==> config.mk <==
export PLATFORM = sky130hd
export DESIGN_NAME = nec_ir_frame_decoder_core
export DESIGN_NICKNAME = d
export VERILOG_FILES = /design/src/sv/necdec_pkg.sv /design/src/sv/necdec_pulse_check.sv /design/src/sv/nec_ir_frame_decoder_core.sv
export VERILOG_INCLUDE_DIRS = /design/src /design/src/sv
export SDC_FILE = /design/constraint.sdc
export NUM_CORES = 1
export LEC_CHECK = 0
export ABC_AREA = 1
export BUFFER_PORTS_ARGS = -buffer_cell sky130_fd_sc_hd__buf_2
export CAP_MARGIN = 30
export CORE_ASPECT_RATIO = 1.5
export CORE_MARGIN = 2
export CORE_UTILIZATION = 25
export CTS_CLUSTER_SIZE = 25
export DETAILED_ROUTE_END_ITERATION = 7
export GPL_ROUTABILITY_DRIVEN = 0
export SETUP_SLACK_MARGIN = 0.2
export SLEW_MARGIN = 20
export SYNTH_ARGS = -nofsm -noshare
export SYNTH_HDL_FRONTEND = slang
export SYNTH_SLANG_ARGS = --single-unit
==> constraint.sdc <==
create_clock -name clk -period 2.8 [get_ports clk]
set_input_delay 0.28 -clock clk [delete_from_list [all_inputs] [get_ports clk]]
set_output_delay 0.28 -clock clk [all_outputs]
set_load 0.1 [all_outputs]
==> src/sv/nec_ir_frame_decoder_core_macros.svh <==
// Assertion macros shared by the decoder RTL.
// Each macro samples on the rising edge of clk and is disabled while arst_n is low.
`ifndef NEC_IR_FRAME_DECODER_CORE_MACROS_SVH
`define NEC_IR_FRAME_DECODER_CORE_MACROS_SVH

`ifndef NO_ASSERTIONS

// Check a condition on the same edge as its trigger.
`define NEC_ASSERT_SAME(label, ante, cons, msg) \
	label: assert property (@(posedge clk) disable iff (!arst_n) (ante) |-> (cons)) \
		else $error(msg);

// Check a condition on the edge after its trigger.
`define NEC_ASSERT_NEXT(label, ante, cons, msg) \
	label: assert property (@(posedge clk) disable iff (!arst_n) (ante) |=> (cons)) \
		else $error(msg);

`else

`define NEC_ASSERT_SAME(label, ante, cons, msg)
`define NEC_ASSERT_NEXT(label, ante, cons, msg)

`endif

`endif

==> src/sv/necdec_pkg.sv <==
package necdec_pkg;

	// Frame geometry
	localparam int DATA_BITS = 32;
	localparam int DUR_W     = 16;
	localparam int IDX_W     = 7;
	localparam int CODE_W    = 32;
	localparam int BITCNT_W  = 6;
	localparam int OUT_TDATA_W = ((CODE_W + BITCNT_W + 7) / 8) * 8;
	localparam int OUT_TUSER_W = 2;

	// Entry indexes within one capture
	localparam logic [IDX_W-1:0] IDX_HDR_MARK    = IDX_W'(1);
	localparam logic [IDX_W-1:0] IDX_HDR_SPACE   = IDX_W'(2);
	localparam logic [IDX_W-1:0] IDX_FIRST_DATA  = IDX_W'(3);
	localparam logic [IDX_W-1:0] IDX_LAST_DATA   = IDX_W'(2 + 2 * DATA_BITS);
	localparam logic [IDX_W-1:0] IDX_REPEAT_LAST = IDX_W'(3);
	localparam logic [IDX_W-1:0] IDX_FRAME_MIN   = IDX_W'(2 * DATA_BITS + 3);
	localparam logic [IDX_W-1:0] IDX_MAX         = IDX_W'(127);

	localparam logic [CODE_W-1:0]   REPEAT_CODE    = '1;
	localparam logic [BITCNT_W-1:0] FRAME_BIT_COUNT = BITCNT_W'(DATA_BITS);

	// Timing in microseconds
	localparam int EXCESS_US     = 100;
	localparam int HDR_MARK_US   = 9000;
	localparam int HDR_SPACE_US  = 4500;
	localparam int BIT_MARK_US   = 560;
	localparam int ONE_SPACE_US  = 1690;
	localparam int ZERO_SPACE_US = 560;
	localparam int RPT_SPACE_US  = 2250;
	localparam int WIN_LO_DIV    = 67;
	localparam int WIN_HI_DIV    = 40;

	// Acceptance windows in ticks: [t/67, t/40 + 1]
	localparam logic [DUR_W-1:0] HDR_MARK_LO =
		DUR_W'((HDR_MARK_US + EXCESS_US) / WIN_LO_DIV);
	localparam logic [DUR_W-1:0] HDR_MARK_HI =
		DUR_W'((HDR_MARK_US + EXCESS_US) / WIN_HI_DIV + 1);
	localparam logic [DUR_W-1:0] BIT_MARK_LO =
		DUR_W'((BIT_MARK_US + EXCESS_US) / WIN_LO_DIV);
	localparam logic [DUR_W-1:0] BIT_MARK_HI =
		DUR_W'((BIT_MARK_US + EXCESS_US) / WIN_HI_DIV + 1);
	localparam logic [DUR_W-1:0] HDR_SPACE_LO =
		DUR_W'((HDR_SPACE_US - EXCESS_US) / WIN_LO_DIV);
	localparam logic [DUR_W-1:0] HDR_SPACE_HI =
		DUR_W'((HDR_SPACE_US - EXCESS_US) / WIN_HI_DIV + 1);
	localparam logic [DUR_W-1:0] RPT_SPACE_LO =
		DUR_W'((RPT_SPACE_US - EXCESS_US) / WIN_LO_DIV);
	localparam logic [DUR_W-1:0] RPT_SPACE_HI =
		DUR_W'((RPT_SPACE_US - EXCESS_US) / WIN_HI_DIV + 1);
	localparam logic [DUR_W-1:0] ONE_SPACE_LO =
		DUR_W'((ONE_SPACE_US - EXCESS_US) / WIN_LO_DIV);
	localparam logic [DUR_W-1:0] ONE_SPACE_HI =
		DUR_W'((ONE_SPACE_US - EXCESS_US) / WIN_HI_DIV + 1);
	localparam logic [DUR_W-1:0] ZERO_SPACE_LO =
		DUR_W'((ZERO_SPACE_US - EXCESS_US) / WIN_LO_DIV);
	localparam logic [DUR_W-1:0] ZERO_SPACE_HI =
		DUR_W'((ZERO_SPACE_US - EXCESS_US) / WIN_HI_DIV + 1);

	typedef logic [DUR_W-1:0] dur_t;

	// Window matches for one pulse
	typedef struct packed {
		logic hdr_mark;
		logic hdr_space;
		logic rpt_space;
		logic bit_mark;
		logic one_space;
		logic zero_space;
	} pulse_checks_t;

endpackage

==> src/sv/necdec_pulse_check.sv <==
module necdec_pulse_check (
	input  necdec_pkg::dur_t          duration,
	output necdec_pkg::pulse_checks_t checks
);

	// Compare the duration against every constant window
	always_comb begin
		checks.hdr_mark   = (duration >= necdec_pkg::HDR_MARK_LO) &&
			(duration <= necdec_pkg::HDR_MARK_HI);
		checks.hdr_space  = (duration >= necdec_pkg::HDR_SPACE_LO) &&
			(duration <= necdec_pkg::HDR_SPACE_HI);
		checks.rpt_space  = (duration >= necdec_pkg::RPT_SPACE_LO) &&
			(duration <= necdec_pkg::RPT_SPACE_HI);
		checks.bit_mark   = (duration >= necdec_pkg::BIT_MARK_LO) &&
			(duration <= necdec_pkg::BIT_MARK_HI);
		checks.one_space  = (duration >= necdec_pkg::ONE_SPACE_LO) &&
			(duration <= necdec_pkg::ONE_SPACE_HI);
		checks.zero_space = (duration >= necdec_pkg::ZERO_SPACE_LO) &&
			(duration <= necdec_pkg::ZERO_SPACE_HI);
	end

endmodule

==> src/sv/nec_ir_frame_decoder_core.sv <==
// Channel  Dir  tdata (low bit up)                 tuser / tlast
// s_*      in   duration_ticks[15:0]               tlast = last_entry
// m_*      out  code[31:0], bit_count[37:32], pad  tuser = decoded[0], is_repeat[1]
//
// One pulse is taken per cycle unless a last entry waits on a stalled result; the
// last entry passes the input register and then the result register. The window
// compares and the state update sit between those two registers.
// arst_n clears the capture state and both valid flags.
// A stalled result holds only a last entry in the input register; other entries
// keep flowing.
`include "nec_ir_frame_decoder_core_macros.svh"

module nec_ir_frame_decoder_core (
	input  logic                                 clk,
	input  logic                                 arst_n,
	input  logic                                 s_tvalid,
	output logic                                 s_tready,
	input  logic [necdec_pkg::DUR_W-1:0]         s_tdata,   // duration_ticks
	input  logic                                 s_tlast,   // last_entry
	output logic                                 m_tvalid,
	input  logic                                 m_tready,
	output logic [necdec_pkg::OUT_TDATA_W-1:0]   m_tdata,   // code, bit_count, zero pad
	output logic [necdec_pkg::OUT_TUSER_W-1:0]   m_tuser    // decoded, is_repeat
);

	// Input register
	logic                       valid_s1;
	necdec_pkg::dur_t           dur_s1;
	logic                       last_s1;

	// Capture state
	logic [necdec_pkg::IDX_W-1:0]     entry_idx_q;
	logic [necdec_pkg::DATA_BITS-1:0] shift_q;
	logic                             fail_q;
	logic                             rpt_ok_q;

	// Result register
	logic                                 out_valid_q;
	logic [necdec_pkg::OUT_TDATA_W-1:0]   out_data_q;
	logic [necdec_pkg::OUT_TUSER_W-1:0]   out_user_q;

	necdec_pkg::pulse_checks_t        checks;
	logic                             fire_s1;
	logic                             emit;
	logic [necdec_pkg::DATA_BITS-1:0] shift_nxt;
	logic                             fail_nxt;
	logic                             rpt_ok_nxt;
	logic                             res_decoded;
	logic                             res_repeat;
	logic [necdec_pkg::CODE_W-1:0]    res_code;
	logic [necdec_pkg::BITCNT_W-1:0]  res_bits;

	necdec_pulse_check u_check (
		.duration (dur_s1),
		.checks   (checks)
	);

	// Advance unless a last entry waits for a full result register
	assign fire_s1  = valid_s1 && (!last_s1 || !out_valid_q || m_tready);
	assign emit     = fire_s1 && last_s1;
	assign s_tready = !valid_s1 || fire_s1;

	// Hold the incoming transaction
	always_ff @(posedge clk or negedge arst_n) begin
		if (!arst_n) begin
			valid_s1 <= 1'b0;
		end else if (s_tready) begin
			valid_s1 <= s_tvalid;
		end
	end

	always_ff @(posedge clk) begin
		if (s_tready && s_tvalid) begin
			dur_s1  <= s_tdata;
			last_s1 <= s_tlast;
		end
	end

	// Update the capture state for the entry at the current index
	always_comb begin
		shift_nxt  = shift_q;
		fail_nxt   = fail_q;
		rpt_ok_nxt = rpt_ok_q;
		if (entry_idx_q == necdec_pkg::IDX_HDR_MARK) begin
			rpt_ok_nxt = checks.hdr_mark;
			if (!checks.hdr_mark) begin
				fail_nxt = 1'b1;
			end
		end else if (entry_idx_q == necdec_pkg::IDX_HDR_SPACE) begin
			if (!checks.rpt_space) begin
				rpt_ok_nxt = 1'b0;
			end
			if (!checks.hdr_space) begin
				fail_nxt = 1'b1;
			end
		end else if (entry_idx_q >= necdec_pkg::IDX_FIRST_DATA &&
				entry_idx_q <= necdec_pkg::IDX_LAST_DATA) begin
			if (entry_idx_q[0]) begin
				// mark of a data bit
				if (!checks.bit_mark) begin
					fail_nxt = 1'b1;
					if (entry_idx_q == necdec_pkg::IDX_FIRST_DATA) begin
						rpt_ok_nxt = 1'b0;
					end
				end
			end else if (checks.one_space) begin
				shift_nxt = {shift_q[necdec_pkg::DATA_BITS-2:0], 1'b1};
			end else if (checks.zero_space) begin
				shift_nxt = {shift_q[necdec_pkg::DATA_BITS-2:0], 1'b0};
			end else begin
				fail_nxt = 1'b1;
			end
		end
	end

	// Build the result of a finished capture
	always_comb begin
		res_decoded = 1'b0;
		res_repeat  = 1'b0;
		res_code    = '0;
		res_bits    = '0;
		if (entry_idx_q == necdec_pkg::IDX_REPEAT_LAST && rpt_ok_nxt) begin
			res_decoded = 1'b1;
			res_repeat  = 1'b1;
			res_code    = necdec_pkg::REPEAT_CODE;
		end else if (entry_idx_q >= necdec_pkg::IDX_FRAME_MIN && !fail_nxt) begin
			res_decoded = 1'b1;
			res_code    = necdec_pkg::CODE_W'(shift_nxt);
			res_bits    = necdec_pkg::FRAME_BIT_COUNT;
		end
	end

	// Advance the capture state; drop it after the last entry
	always_ff @(posedge clk or negedge arst_n) begin
		if (!arst_n) begin
			entry_idx_q <= '0;
			shift_q     <= '0;
			fail_q      <= 1'b0;
			rpt_ok_q    <= 1'b0;
		end else if (fire_s1) begin
			if (last_s1) begin
				entry_idx_q <= '0;
				shift_q     <= '0;
				fail_q      <= 1'b0;
				rpt_ok_q    <= 1'b0;
			end else begin
				if (entry_idx_q != necdec_pkg::IDX_MAX) begin
					entry_idx_q <= entry_idx_q + 1'b1;
				end
				shift_q  <= shift_nxt;
				fail_q   <= fail_nxt;
				rpt_ok_q <= rpt_ok_nxt;
			end
		end
	end

	// Result register
	always_ff @(posedge clk or negedge arst_n) begin
		if (!arst_n) begin
			out_valid_q <= 1'b0;
		end else if (emit) begin
			out_valid_q <= 1'b1;
		end else if (m_tready) begin
			out_valid_q <= 1'b0;
		end
	end

	always_ff @(posedge clk) begin
		if (emit) begin
			out_data_q <= necdec_pkg::OUT_TDATA_W'({res_bits, res_code});
			out_user_q <= {res_repeat, res_decoded};
		end
	end

	assign m_tvalid = out_valid_q;
	assign m_tdata  = out_data_q;
	assign m_tuser  = out_user_q;

	// A failure result carries no code and no repeat flag
	`NEC_ASSERT_SAME(a_fail_is_zero, m_tvalid && !m_tuser[0], m_tdata == '0 && !m_tuser[1], "failure result not cleared")
	// A repeat result carries all ones and no bit count
	`NEC_ASSERT_SAME(a_repeat_form, m_tvalid && m_tuser[1], m_tuser[0] && m_tdata[necdec_pkg::CODE_W-1:0] == necdec_pkg::REPEAT_CODE && m_tdata[necdec_pkg::CODE_W+necdec_pkg::BITCNT_W-1:necdec_pkg::CODE_W] == '0, "malformed repeat result")
	// The capture restarts after every last entry
	`NEC_ASSERT_NEXT(a_restart, emit, entry_idx_q == '0 && !fail_q && !rpt_ok_q, "capture state not cleared")
	// A result is presented right after a last entry is taken
	`NEC_ASSERT_NEXT(a_emit_valid, emit, m_tvalid, "result lost")

endmodule
## Word level (Yosys, flattened, before mapping)

Cells that the tools add are included.

| operators by class | value |
|---|---|
| add/sub/neg operators | 1 |
| order comparisons | 15 |
| eq/ne operators | 4 |
| mux-type cells | 33 |
| reduce and logical (&&, ||, !) cells | 22 |

Operator list:

| cell | number |
|---|---|
| $mux 32 | 8 |
| $le 16x6->1 const B | 2 |
| $mux 1 | 22 |
| $ge 16x3->1 const B | 1 |
| $ge 16x4->1 const B | 1 |
| $ge 16x5->1 const B | 1 |
| $ge 16x6->1 const B | 1 |
| $ge 16x7->1 const B | 1 |
| $ge 16x8->1 const B | 1 |
| $le 16x4->1 const B | 1 |
| $le 16x5->1 const B | 1 |
| $le 16x7->1 const B | 1 |
| $le 16x8->1 const B | 1 |
| $eq 7x2->1 const B | 2 |
| $mux 7 | 2 |
| $logic_and 1x1->1 | 12 |
| $add 7x1->7 const B | 1 |
| $eq 7x1->1 const B | 1 |
| $ge 7x2->1 const B | 1 |
| $ge 7x7->1 const B | 1 |
| $le 7x7->1 const B | 1 |
| $ne 7x7->1 const B | 1 |
| $mux 6 | 1 |
| $logic_not 1->1 | 4 |
| other kinds (3) | 6 |

| word-level totals | value |
|---|---|
| flip-flop bits (word level) | 100 |
| input bits | 21 |
| output and inout port bits | 44 |
| logic and storage cells | 86 |

## Depth between registers and ports, before layout

Gate-level depths: netlist (run 1).

| logic depth | value |
|---|---|
| depth after elaboration | 11 |
| depth in mapped cells | 15 |
| gate-level depth less buffers | 15 |

## Hierarchy

A second synthesis (run 1) with hierarchy kept.

| unflattened totals | value |
|---|---|
| cell total of the unflattened synthesis | 546 |
| area, all modules | 4722.0 µm² |

By module, submodules not included:

| module | instances | cells an instance | area each (µm²) | sequential area each (µm²) |
|---|---|---|---|---|
| nec_ir_frame_decoder_core | 1 | 456 | 4304.1 | 2637.5 |
| necdec_pulse_check | 1 | 90 | 417.9 | 0.0 |

## Least setup slack after synthesis (run 1)

OpenSTA, ideal clock, no wires.

| timing path | value |
|---|---|
| path type | flip-flop to flip-flop |
| from | register out_valid_q, in the netlist m_tvalid |
| to | register dur_s1[0] (enable) |
| setup time | 0.323 ns |
| arrival | 2.578 ns |
| data required time | 2.477 ns |
| path slack | -0.101 ns |
| stages on the path, launching flop included | 6 |
| buffers on the path | 0 |
| clock period less this slack | 2.901 ns |
| cell sequence | dfrtp_1 -> inv_1 -> nor2_1 -> nand3_1 -> nand2_1 -> inv_1 |

| between the ends | value |
|---|---|
| word-level cells in the longest chain between the ends | 6 |

Ends and longest elaborated chain:

| what | line | text |
|---|---|---|
| start: declaration | nec_ir_frame_decoder_core.sv:38 | `logic out_valid_q;` |
| start signal: assignment | nec_ir_frame_decoder_core.sv:160 | `out_valid_q <= 1'b0;` |
| start signal: assignment | nec_ir_frame_decoder_core.sv:162 | `out_valid_q <= 1'b1;` |
| start signal: assignment | nec_ir_frame_decoder_core.sv:164 | `out_valid_q <= 1'b0;` |
| $logic_not 1->1 | nec_ir_frame_decoder_core.sv:59 | `assign fire_s1 = valid_s1 && (!last_s1 \|\| !out_valid_q \|\| m_tready);` |
| $logic_or 1x1->1 (2 in series) | nec_ir_frame_decoder_core.sv:59 |  |
| $logic_and 1x1->1 | nec_ir_frame_decoder_core.sv:59 |  |
| $logic_or 1x1->1 | nec_ir_frame_decoder_core.sv:61 | `assign s_tready = !valid_s1 \|\| fire_s1;` |
| via s_tready | nec_ir_frame_decoder_core.sv:17 | `output logic s_tready,` |
| $logic_and 1x1->1 | nec_ir_frame_decoder_core.sv:73 | `if (s_tready && s_tvalid) begin` |
| end signal: assignment | nec_ir_frame_decoder_core.sv:74 | `dur_s1 <= s_tdata;` |
| end: declaration | nec_ir_frame_decoder_core.sv:28 | `necdec_pkg::dur_t dur_s1;` |

The timed path passes the listed nets, and every way through them passes these cells.
A chain may end at the register's enable or synchronous reset.

## Worst setup path after layout (run 1)

| timing path | value |
|---|---|
| from | register entry_idx_q[0] in the netlist's numbering |
| to | register out_data_q, in the netlist m_tdata[26], data pin |

| between the ends | value |
|---|---|
| word-level cells in the longest chain between the ends | 8 |
| elaborated cells on any way between the ends | 25 |
| classes of those cells | order compare: 3; eq/ne: 3; mux: 15; reduce/logical: 4 |

Ends and longest elaborated chain:

| what | line | text |
|---|---|---|
| start: declaration | nec_ir_frame_decoder_core.sv:32 | `logic [necdec_pkg::IDX_W-1:0] entry_idx_q;` |
| start signal: assignment | nec_ir_frame_decoder_core.sv:148 | `entry_idx_q <= entry_idx_q + 1'b1;` |
| $ge 7x2->1, or another cell as far along | nec_ir_frame_decoder_core.sv:96 | `end else if (entry_idx_q >= necdec_pkg::IDX_FIRST_DATA &&` |
| $logic_and 1x1->1 or $mux 1 (tied branches) | nec_ir_frame_decoder_core.sv:96, nec_ir_frame_decoder_core.sv:102 |  |
| $mux 1 (on tied branches) | nec_ir_frame_decoder_core.sv:96, nec_ir_frame_decoder_core.sv:100 |  |
| $mux 1 (on tied branches) | nec_ir_frame_decoder_core.sv:89, nec_ir_frame_decoder_core.sv:98 |  |
| $mux 1 (on tied branches) | nec_ir_frame_decoder_core.sv:84, nec_ir_frame_decoder_core.sv:96 |  |
| $logic_not 1->1 or $mux 1 (tied branches) | nec_ir_frame_decoder_core.sv:126, nec_ir_frame_decoder_core.sv:89 |  |
| $logic_and 1x1->1 or $mux 1 (tied branches) | nec_ir_frame_decoder_core.sv:126, nec_ir_frame_decoder_core.sv:84 |  |
| $mux 32 or $logic_and 1x1->1 (tied branches) | nec_ir_frame_decoder_core.sv:126, nec_ir_frame_decoder_core.sv:122 |  |
| end signal: assignment | nec_ir_frame_decoder_core.sv:170 | `out_data_q <= necdec_pkg::OUT_TDATA_W'({res_bits, res_code});` |
| end: declaration | nec_ir_frame_decoder_core.sv:39 | `logic [necdec_pkg::OUT_TDATA_W-1:0] out_data_q;` |

Several ways; a longest one is shown, not always the timed one.

==> results of run 1 <==
[final cells by class]
cell class | instances | area [sq um] | area share
repair buffers | 67 | 375 | 0.0675
flip-flops and latches | 95 | 2640 | 0.474
clock buffers | 9 | 225 | 0.0405
clock inverters | 7 | 48.8 | 0.00877
well taps | 256 | 320 | 0.0576
inverters | 37 | 139 | 0.0250
multi-input cells | 349 | 1820 | 0.327
[report_power, final]
group,leakage (nW),internal [W],switching [W]
clock network,0.124,0.000602,0.000561
registers,1.10,0.00155,0.0000394
logic,1.45,0.000129,0.000590
total,2.68,0.00228,0.00119
[worst max-delay path: stages (launching register included)]
cell and delay, ns:
dfrtp_1 0.44, inv_1 0.14, ha_1 0.22, nand3_1 0.09, nand3_1 0.10, nand2_2 0.08
nor2_4 0.16, nand2_4 0.16, nand2_4 0.32, nand2_1 0.11, nand2_1 0.11, nand4_1 0.12
nand2_1 0.09
[cell usage after synthesis, types with 6 or more instances]
master	number	area, sq um
a22o_1	32	280
buf_2	8	40.0
buf_4	10	75.1
buf_6	7	78.8
clkbuf_1	6	22.5
dfrtp_1	43	1080
edfxtp_1	52	1560
inv_1	32	120
nand2_1	149	559
nand3_1	54	270
nand4_1	33	206
nor2_1	30	113
o21ai_0	8	40.0
[what timing repair did]
item | in CTS | in global routing
setup endpoints to repair | 0 | 1
hold buffers | 1 | 0
resized for setup | 0 | 1
endpoints found under the hold margin | 18 | 0
[logic make-up after synthesis]
group,after synthesis
AOI/OAI and AO/OA,51
and+or+nand+nor,288
adders and majority gates,3
DFF,95
other,1
buffers and inverters,71
[stage by stage]
| step | utilization | cells | worst slack (ns) |
|---|---|---|---|
| detailed placement | 0.278 | 803 | 0.494 |
| finish | 0.293 | 820 | 0.534 |
| global placement | 0.276 | 802 | 0.505 |
| global route | 0.293 | 820 | 0.287 |
| floorplan | - | 515 | 0.257 |
| CTS | 0.292 | 820 | 0.481 |
[how the worst max path moves through the flow]
stage / from / to / slack (ns) / cells after the start
3_3_place_gp: dur_s1[8]$_DFFE_PP_ / m_tdata[7]$_SDFFCE_PP1P_ / 0.50 / 13
4_1_cts: dur_s1[8]$_DFFE_PP_ / m_tdata[7]$_SDFFCE_PP1P_ / 0.48 / 13
5_1_grt: entry_idx_q[0]$_DFFE_PN0P_ / m_tdata[26]$_SDFFCE_PP1P_ / 0.29 / 12
3_5_place_dp: dur_s1[8]$_DFFE_PP_ / m_tdata[7]$_SDFFCE_PP1P_ / 0.49 / 13
2_1_floorplan: m_tvalid$_DFFE_PN0P_ / dur_s1[0]$_DFFE_PP_ / 0.26 / 5
6_report: entry_idx_q[0]$_DFFE_PN0P_ / m_tdata[26]$_SDFFCE_PP1P_ / 0.53 / 12
[layout by cell type, fill, tap and decap left out, types with 4 or more instances in the layout]
master	instances
a22o_1	32
buf_2	57
buf_4	8
clkbuf_16	9
clkinvlp_4	4
conb_1	7
dfrtp_1	43
edfxtp_1	52
inv_1	32
inv_2	5
nand2_1	149
nand2_4	4
nand3_1	53
nand4_1	33
nor2_1	28
nor2_2	5
nor2_4	4
nor3_1	5
o21ai_0	8
o21ai_1	4
[sequential cells by signal, summed over array words and instances (netlist names)]
register / cells
shift_q: 32
fail_q: 1
m_tuser: 2
dur_s1: 16
m_tvalid: 1
entry_idx_q: 7
valid_s1: 1
last_s1: 1
rpt_ok_q: 1
m_tdata: 33
[per-layer routing]
| metal | track usage | wire length, um | vias to the layer above |
|---|---|---|---|
| li1 | - | - | 1839 |
| met1 | 0.119 | 4290 | 1748 |
| met2 | 0.198 | 5660 | 60 |
| met3 | 0.0207 | 289 | 14 |
| met4 | 0.0532 | 238 | 0 |
| met5 | 0 | 0 | - |
==> key figures, run 1 <==
Outcome
  – Status: completed

STA
  – Final worst-path cycle share: 0.809
  – Tightest Pin Transition: 0.598 ns
  – Final hold vios: 0
  – Unrepaired setup endpoints after global routing: false
  – Final hold slack: 0.0903 ns
  – Setup-failing EPs final: 0
  – Period minus WS final: 2.27 ns
  – Slew Limit Fails: 0
  – FMAX: about 440 MHz
  – Setup TNS: 0 ns
  – Worst rel slew slack: 0.601
  – Final Skew: 0.00820 ns

Synth
  – Mapped Cells: 509
  – Post-synth EDFFs: 52
  – Area share of fa/ha/maj cells after synthesis: 0.00780
  – Largest family of logic cells by synthesized area: simple AND/OR/NAND/NOR gates
  – Prevailing post-synth register cell: edfxtp_1
  – Syn_area_per_cell: 9.46 sq um
  – Yosys warns: 0
  – Async SR Flop Fraction: 0.453
  – Simple-gate share of the synthesized area: 0.278
  – Compound-Gate Fraction of Synth Area: 0.0834
  – Syn Std Cell Area: 0.00481 sq mm
  – Synth Area in XOR/XNOR: 0
  – Sequential share of the synthesized area: 0.548
  – Mux contribution to synthesized area: 0
  – Synth cell types: 33
  – #FFs+latches synth: 95

Hold path
  – WHS Endpoint: dur_s1[1]$_DFFE_PP_
  – WHS Path Cells: 1
  – Worst min path class: in2reg
  – Worst Min Path Start: s_tdata[1]

GRT
  – Vias in the first global route: roughly 3.6k
  – Initial antenna violation count: 0
  – Grt total ovfl: 0
  – Global-route wire length before repair: approximately 18000 um
  – GR Util All Layers: 0.108
  – Largest net degree at the start of global routing: 38

Detailed routing
  – Iter 0 DRT Violations: 261
  – DRC Markers: 0
  – Drt pass-1 iters: 4
  – Final wirelength: between 10000 and 15000 um
  – Vias: 3661
  – Via/cell ratio: 4.46
  – WL per Instance: 12.8 um
  – DRT antenna net count: 0

Floorplanning
  – Full die area: between 0.02 and 0.025 sq mm
  – Die Ht: 174 um
  – I/O pin cnt: 65
  – Std-Cell Rows: 62
  – Die width: 117 um
  – Starting Density: 0.253
  – Core Area: 0.0190 sq mm

Final layout
  – Filler cells: 2024
  – Area Growth Syn to Fin: 15.6%
  – Fin nets: 583
  – Share of layout cells above drive strength 1: 0.193
  – Final design area excluding fillers: 0.00556 sq mm
  – Number of diodes: 0

Pwr
  – Worst ir drop on vdd: 0.233 mV
  – Total power: approximately 0.0035 W
  – Pwr/cell area: between 600 and 700 mW/mm^2
  – Leak: 2.68 nW

Setup path
  – Critical Path AT: about 2.5 ns
  – Type of origin of the critical path: flop
  – Crit Path Class: reg2reg
  – Crit. End Element: flop
  – Crit Path Max Fanout: 31
  – Worst R2R End: m_tdata[26]$_SDFFCE_PP1P_
  – Critical R2R Launch: entry_idx_q[0]$_DFFE_PN0P_
  – Worst reg-to-reg path cell count: 12
  – WP data required: between 3 and 4 ns
  – Worst R2R Setup Slack: approximately 0.53 ns

Clocking
  – Clock Tree Buf Depth: 2
  – CTS tree: done
  – Setup Fix Bufs, Post-CTS: 0
  – Num CTS Buffers: 9
  – Clk root buf: clkbuf_16
  – CTS HTree Levels: 3
  – Clk Latency, worst-skew pair: 0.36 ns
  – Reg clk slew, reported paths: 0.07 ns
  – Clock sink total: 95

Placement
  – PortBufs: 57
  – Area after DPL: 0.00528 sq mm
  – Post-detail-place hpwl: 7020 um

Run
  – Number of max-cap violations: 0
Note: power is estimated with default switching activity, not from simulation.
==> run 2: changes to the inputs <==
Settings changed: ABC_AREA 1 to 0.
Clock period 2.8 ns to 2.3 ns, I/O delays scaled along.
==> run 2 against run 1 <==
The flow now finishes with violations (setup timing). Sequential cell count is the same. Sequential share of layout area down 0.18 points. Sequential power grew 19%. Clock-buffer cell count increased by 2. Combinational power shrank 5.4%. Critical endpoint is now shift_q[14]$_DFFE_PN0P_.
==> key figures, run 2 <==
Final layout
  – Number of diodes: 0 (unchanged)
  – Post-Layout Cell Count: 643 (-22%)
  – Fin nets: 452 (-22%)
  – Area Growth Syn to Fin: 30.0%
  – Multi-input gate area: 0.00156 sq mm (-14%)
  – Share of layout cells above drive strength 1: 0.316 (+0.123)
  – Commonest non-fill, non-tap cell in the layout: buf_2
  – Max reg flops: 33 (unchanged)
  – Fin util: 0.332 (+0.0394)
  – FF/Latch Area: 0.00264 sq mm (+0.14%)
  – Filler cells: 1680 (-17%)
  – Most frequent cells in the layout: buf_2 (57), edfxtp_1 (52), dfrtp_1 (42)

Setup path
  – CP max stage cell: or4_4
  – Worst reg-to-reg path cell count: 7 (-5)
  – Slowest stage delay, CP: 0.54 ns (+0.10 ns)
  – Crit path buffers/inverters: 1 (unchanged)
  – Worst-path cell chain: or4_4 -> or4_4 -> nand4bb_4 -> nand2b_4 -> a21o_4 -> clkbuf_16 -> a22o_1
  – Worst R2R Setup Slack: -0.36 ns (-0.90 ns)
  – Crit Path Max Fanout: 7 (-77%)
  – Type of origin of the critical path: flop
  – Critical R2R Launch: dur_s1[15]$_DFFE_PP_
  – Worst R2R End: shift_q[14]$_DFFE_PN0P_
  – Worst path most repeated cell: or4_4
  – Crit path max-delay family: simple AND/OR/NAND/NOR gates
  – Crit Path Class: reg2reg
  – Crit. End Element: flop
  – Critical Path AT: 2.89 ns (+0.40 ns)
  – WP data required: 2.53 ns (-0.50 ns)

Synth
  – #FFs+latches synth: 95 (unchanged)
  – Mux contribution to synthesized area: 0.0721 (+0.0721)
  – Post-synth EDFFs: 52 (unchanged)
  – Synth area leader: edfxtp_1
  – Most frequent cells after synthesis: edfxtp_1 (52), dfrtp_1 (43), o21ai_0 (40)
  – Prevailing post-synth register cell: edfxtp_1
  – Yosys top cell area share: 0.363 (+0.0386)
  – Top cells by area, synth: edfxtp_1 (36%), dfrtp_1 (25%), mux2i_1 (7.2%)
  – Synth Area in XOR/XNOR: 0.00814 (+0.00814)
  – Syn_area_per_cell: 12.7 sq um (+35%)
  – Compound-Gate Fraction of Synth Area: 0.158 (+0.0745)
  – Area share of fa/ha/maj cells after synthesis: 0.00872 (+0.000927)
  – Largest family of logic cells by synthesized area: compound AO/OA/AOI/OAI gates
  – Mapped Cells: 338 (-34%)
  – Synth cell types: 53 (+61%)
  – Most frequent cell after synthesis: edfxtp_1
  – Simple-gate share of the synthesized area: 0.0899 (-0.188)
  – Sequential share of the synthesized area: 0.613 (+0.0652)
  – Async SR Flop Fraction: 0.453 (unchanged)
  – Syn Std Cell Area: 0.00430 sq mm (-11%)
  – Yosys warns: 0 (unchanged)

Detailed routing
  – Via/cell ratio: 4.65 (+4.2%)
  – Vias: 2992 (-18%)
  – WL per Instance: 14.5 um (+14%)
  – Drt pass-1 iters: 4 (unchanged)
  – DRT antenna net count: 0 (unchanged)
  – Final wirelength: 9360 um (-11%)
  – DRC Markers: 0 (unchanged)
  – Iter 0 DRT Violations: 116 (-56%)

Clocking
  – CTS HTree Levels: 3 (unchanged)
  – Num CTS Buffers: 9 (unchanged)
  – Reg clk slew, reported paths: 0.07 ns (about the same)
  – Clk root buf: clkbuf_16
  – Clk Latency, worst-skew pair: 0.34 ns (-0.02 ns)
  – CTS tree: done
  – Clock sink total: 95 (unchanged)
  – Clock Tree Buf Depth: 2 (unchanged)

STA
  – Worst rel slew slack: 0.533 (-0.0681)
  – Unrepaired setup endpoints after global routing: true
  – Final worst-path cycle share: 1.16 (+0.348)
  – Final hold slack: 0.0611 ns (-0.0291 ns)
  – Period minus WS final: 2.66 ns (+0.397 ns)
  – Slew Limit Fails: 0 (unchanged)
  – Setup-failing EPs final: 68 (+68)
  – Setup TNS: -19.91 ns (-19.91 ns)
  – Final Skew: 0.00854 ns (+0.000338 ns)
  – Final WS setup: -0.363 ns (-0.897 ns)
  – Final hold vios: 0 (unchanged)
  – FMAX: 376 MHz (-15%)
  – Tightest Pin Transition: 0.701 ns (+0.103 ns)

Pwr
  – Worst ir drop on vdd: 0.397 mV (+70%)
  – Leak: 2.49 nW (-7.1%)
  – Pwr/cell area: 742 mW/mm^2 (+19%)

Outcome
  – Status: complete, but fails checks
  – Failing checks: setup timing

Hold path
  – Worst Min Path Start: s_tlast
  – Worst min path class: in2reg
  – WHS Endpoint: last_s1$_DFFE_PP_
  – WHS Path Cells: 1 (unchanged)

Floorplanning
  – Die Ht: 165 um (-5.3%)
  – Std-Cell Rows: 58 (-6.5%)
  – Full die area: 0.0183 sq mm (-10%)
  – Die width: 111 um (-5.3%)
  – Core Area: 0.0168 sq mm (-11%)
  – Starting Density: 0.256 (+0.00225)
  – I/O pin cnt: 65 (unchanged)

GRT
  – GR Util All Layers: 0.102 (-0.00560)
  – Initial antenna violation count: 0 (unchanged)
  – Vias in the first global route: 3085 (-14%)
  – Global-route wire length before repair: 15100 um (-15%)
  – Largest net degree at the start of global routing: 41 (+7.9%)
  – Grt total ovfl: 0 (unchanged)

Placement
  – Post-detail-place hpwl: 5990 um (-15%)
  – PortBufs: 57 (unchanged)
  – Post-place setup slack: -0.297 ns (-0.791 ns)
  – # placed instances: 619 (-23%)

Run
  – Number of max-cap violations: 0 (unchanged)
run 2: worst max path at each step:
stage,startpoint,to,slack [ns],depth (start not counted)
global placement,dur_s1[15]$_DFFE_PP_,m_tdata[1]$_SDFFCE_PP1P_,-0.26,7
detailed placement,dur_s1[15]$_DFFE_PP_,m_tdata[6]$_SDFFCE_PP1P_,-0.30,7
global route,dur_s1[15]$_DFFE_PP_,m_tdata[12]$_SDFFCE_PP1P_,-0.47,7
floorplan,dur_s1[15]$_DFFE_PP_,shift_q[1]$_DFFE_PN0P_,-0.24,8
finish,dur_s1[15]$_DFFE_PP_,shift_q[14]$_DFFE_PN0P_,-0.36,7
CTS,dur_s1[15]$_DFFE_PP_,m_tdata[6]$_SDFFCE_PP1P_,-0.31,7
run 2: layer usage:
metal | GRT usage | wire length, um | part of all wire | up-vias
met4 | 0.0438 | 176 | 0.019 | 0
met3 | 0.0217 | 362 | 0.039 | 13
met5 | 0 | 0 | 0 | -
met1 | 0.112 | 3760 | 0.40 | 1473
met2 | 0.192 | 5060 | 0.54 | 58
li1 | - | - | - | 1448
run 2: cell families (layout without fill, tap and decap cells):
kind of cell	after synthesis	count (layout)
AOI/OAI and AO/OA	97	97
xor gates and xnor gates	4	4
adders and majority gates	3	3
buffers and inverters	39	128
DFF	95	95
muxes	31	31
other	1	7
and+or+nand+nor	68	68
run 2: power by group:
group,total (W),internal [W],switching (W)
clock network,0.00157,0.000919,0.000652
logic,0.000680,0.000222,0.000458
registers,0.00190,0.00187,0.0000347
total,0.00415,0.00301,0.00114
run 2: metrics by stage:
step | power, W | area, sq um
finish | 0.00415 | 5590
global route | 0.00432 | 5590
CTS | 0.00417 | 5480
detailed placement | 0.00255 | 5070
global placement | 0.00254 | 5070
floorplan | 0.00237 | 4380
run 2: final cells by class:
class,count,area share
clock buffer,11,0.0454
clock inverter,5,0.0110
inverter,13,0.00940
multi-input combinational,210,0.278
sequential,95,0.472
tap,210,0.0470
timing repair buffer,99,0.137
run 2: timing repair:
item	4_1_cts	5_1_grt
cloned	2	2
setup endpoints to repair	69	70
hold buffers	1	0
pin swaps	9	11
setup buffers	2	1
hold endpoints to repair	29	0
resized for setup	4	42
==> run 3: changes to the inputs <==
==> constraint.sdc (replaced) <==
create_clock -name clk -period 2.3 [get_ports clk]
set_input_delay 0.23 -clock clk [delete_from_list [all_inputs] [get_ports clk]]
set_output_delay 0.23 -clock clk [all_outputs]
set_load 0.005 [all_outputs]
==> run 3 against run 2 <==
The run still ends with setup timing left. Via count grew 2.8%. Maximum frequency rose by 0.82%. Routed wire length rose by 11%. First-iteration DRC count grew 9.5%. Utilization grew 1.4 points. Critical path type unchanged. Highest routed layer unchanged.
==> key figures, run 3 (same netlist as run 2, synthesis figures left out) <==
Outcome
  – Status: complete, but fails checks
  – Failing checks: setup timing

STA
  – Final hold vios: 0 (unchanged)
  – Final Skew: 0.00872 ns (+0.000174 ns)
  – Unrepaired setup endpoints after global routing: true
  – Final worst-path cycle share: 1.15 (-0.00945)
  – Period minus WS final: 2.64 ns (-0.0217 ns)
  – Setup-failing EPs final: 69 (+1.5%)
  – Final WS setup: -0.341 ns (+0.0217 ns)
  – Slew Limit Fails: 0 (unchanged)
  – FMAX: 379 MHz (+0.82%)

Hold path
  – WHS Endpoint: dur_s1[8]$_DFFE_PP_
  – WHS Path Cells: 1 (unchanged)
  – Worst min path class: in2reg
  – Worst Min Path Start: s_tdata[8]

Placement
  – PortBufs: 57 (unchanged)
  – Area after DPL: 0.00506 sq mm (-0.35%)
  – Post-detail-place hpwl: 5980 um (-0.23%)
  – Post-place setup slack: -0.308 ns (-0.0109 ns)
  – # placed instances: 618 (-0.16%)

Floorplanning
  – Die width: 111 um (unchanged)
  – Std-Cell Rows: 58 (unchanged)
  – Starting Density: 0.256 (unchanged)
  – I/O pin cnt: 65 (unchanged)
  – Die Ht: 165 um (unchanged)
  – Full die area: 0.0183 sq mm (unchanged)
  – Core Area: 0.0168 sq mm (unchanged)

Final layout
  – Most frequent cells in the layout: buf_2 (57), edfxtp_1 (52), dfrtp_1 (43)
  – Final design area excluding fillers: 0.00584 sq mm (+4.3%)
  – Area Growth Syn to Fin: 35.6%
  – Post-Layout Cell Count: 650 (+1.1%)
  – Commonest non-fill, non-tap cell in the layout: buf_2
  – Max reg flops: 33 (unchanged)
  – Number of diodes: 0 (unchanged)
  – Share of layout cells above drive strength 1: 0.393 (+0.0768)
  – Fin nets: 459 (+1.5%)

Setup path
  – Worst R2R End: m_tdata[8]$_SDFFCE_PP1P_
  – Crit Path Max Fanout: 6 (-1)
  – Critical Path AT: 2.83 ns (-0.06 ns)
  – Slowest stage delay, CP: 0.54 ns (about the same)
  – Worst-path cell chain: or4_4 -> or4_4 -> o2111a_2 -> nor3_2 -> o211ai_1 -> buf_6 -> clkbuf_16 -> o21ai_1
  – Worst R2R Setup Slack: -0.34 ns (+0.02 ns)
  – Crit Path Class: reg2reg
  – WP data required: 2.49 ns (-0.04 ns)
  – Worst path most repeated cell: or4_4
  – Type of origin of the critical path: flop
  – CP max stage cell: or4_4
  – Worst reg-to-reg path cell count: 8 (+1)
  – Crit. End Element: flop
  – Critical R2R Launch: dur_s1[10]$_DFFE_PP_

Clocking
  – Reg clk slew, reported paths: 0.07 ns (about the same)
  – Clock Tree Buf Depth: 2 (unchanged)
  – CTS HTree Levels: 3 (unchanged)
  – CTS tree: done
  – Num CTS Buffers: 9 (unchanged)
  – Clk Latency, worst-skew pair: 0.34 ns (about the same)
  – Clock sink total: 95 (unchanged)
  – Clk root buf: clkbuf_16

Detailed routing
  – Drt pass-1 iters: 4 (unchanged)
  – DRC Markers: 0 (unchanged)
  – WL per Instance: 15.9 um (+9.4%)
  – Vias: 3075 (+2.8%)
  – Via/cell ratio: 4.73 (+1.7%)
  – Iter 0 DRT Violations: 127 (+9.5%)
  – DRT antenna net count: 0 (unchanged)
  – Final wirelength: 10300 um (+11%)

GRT
  – GR Util met1: 0.115 (+0.00275)
  – Met3 GRT Util: 0.0202 (-0.00147)
  – Largest net degree at the start of global routing: 41 (unchanged)
  – GR Util All Layers: 0.105 (+0.00241)
  – Most Crowded Layer GR: met2
  – Grt total ovfl: 0 (unchanged)
  – Initial antenna violation count: 0 (unchanged)
  – Vias in the first global route: 3168 (+2.7%)
  – Met2 global-route usage: 0.194 (+0.00251)
  – Global-route wire length before repair: 15400 um (+2.3%)

Run
  – Number of max-cap violations: 0 (unchanged)

Pwr
  – Total power: 0.00387 W (-6.8%)
  – Pwr/cell area: 663 mW/mm^2 (-11%)
  – Worst ir drop on vdd: 0.400 mV (+0.68%)
  – Leak: 2.58 nW (+3.8%)
run 3: cell types whose count changed in the layout (fill, tap and decap cells not counted), moves of 3 or more:
| cell | delta |
|---|---|
| buf_6 | +4 |
| mux2i_1 | -4 |
| mux2i_2 | +3 |
| o21ai_1 | -24 |
| o21ai_2 | +23 |
run 3: layer usage:
layer	up-vias	share of wire
li1	1469	-
met1	1502	0.38
met2	81	0.54
met3	23	0.040
met4	0	0.032
met5	-	0
run 3: worst max-delay path, delay by kind of cell (launching register included):
kind | cells | cell delay (ns)
and+or+nand+nor | 3 | 1.24
buffers and inverters | 2 | 0.35
DFF | 1 | 0.37
AOI/OAI and AO/OA | 3 | 0.53
run 3: worst max path at each step:
stage | startpoint | endpoint | slack [ns] | cells after the start
floorplan | dur_s1[15]$_DFFE_PP_ | shift_q[1]$_DFFE_PN0P_ | -0.24 | 8
global placement | dur_s1[15]$_DFFE_PP_ | m_tdata[5]$_SDFFCE_PP1P_ | -0.29 | 7
detailed placement | dur_s1[15]$_DFFE_PP_ | m_tdata[2]$_SDFFCE_PP1P_ | -0.31 | 7
CTS | dur_s1[15]$_DFFE_PP_ | shift_q[19]$_DFFE_PN0P_ | -0.30 | 7
global route | dur_s1[10]$_DFFE_PP_ | m_tdata[20]$_SDFFCE_PP1P_ | -0.43 | 8
finish | dur_s1[10]$_DFFE_PP_ | m_tdata[8]$_SDFFCE_PP1P_ | -0.34 | 8
run 3: timing repair:
| item | in CTS | in global routing |
|---|---|---|
| endpoints found under the hold margin | 10 | 0 |
| cloned | 2 | 8 |
| pin swaps | 8 | 17 |
| hold buffers | 1 | 0 |
| gates resized for setup | 34 | 52 |
| endpoints found under the setup margin | 69 | 69 |
| setup buffers | 3 | 2 |
run 3: area by class of cell:
type                       instances  area, sq um
tap                              210          263
timing repair buffer             106          888
fill                            1687        11000
sequential                        95         2640
clock buffer                      10          229
multi-input combinational        210         1690
clock inverter                     6         75.1
inverter                          13         48.8
run 3: power breakdown:
group	leakage, nW	internal [W]	switching (W)
sequential	1.10	0.00186	0.0000377
clock	0.146	0.000861	0.000674
combinational	1.34	0.000210	0.000225
run 3: through the flow:
step	hold slack [ns]	TNS (ns)	utilization
finish	0.0651	-19.49	0.347
global route	0.0508	-25.06	0.347
CTS	0.0531	-17.38	0.327
detailed placement	0.109	-15.19	0.300
global placement	0.107	-13.89	0.300
floorplan	-0.0656	-14.22	-
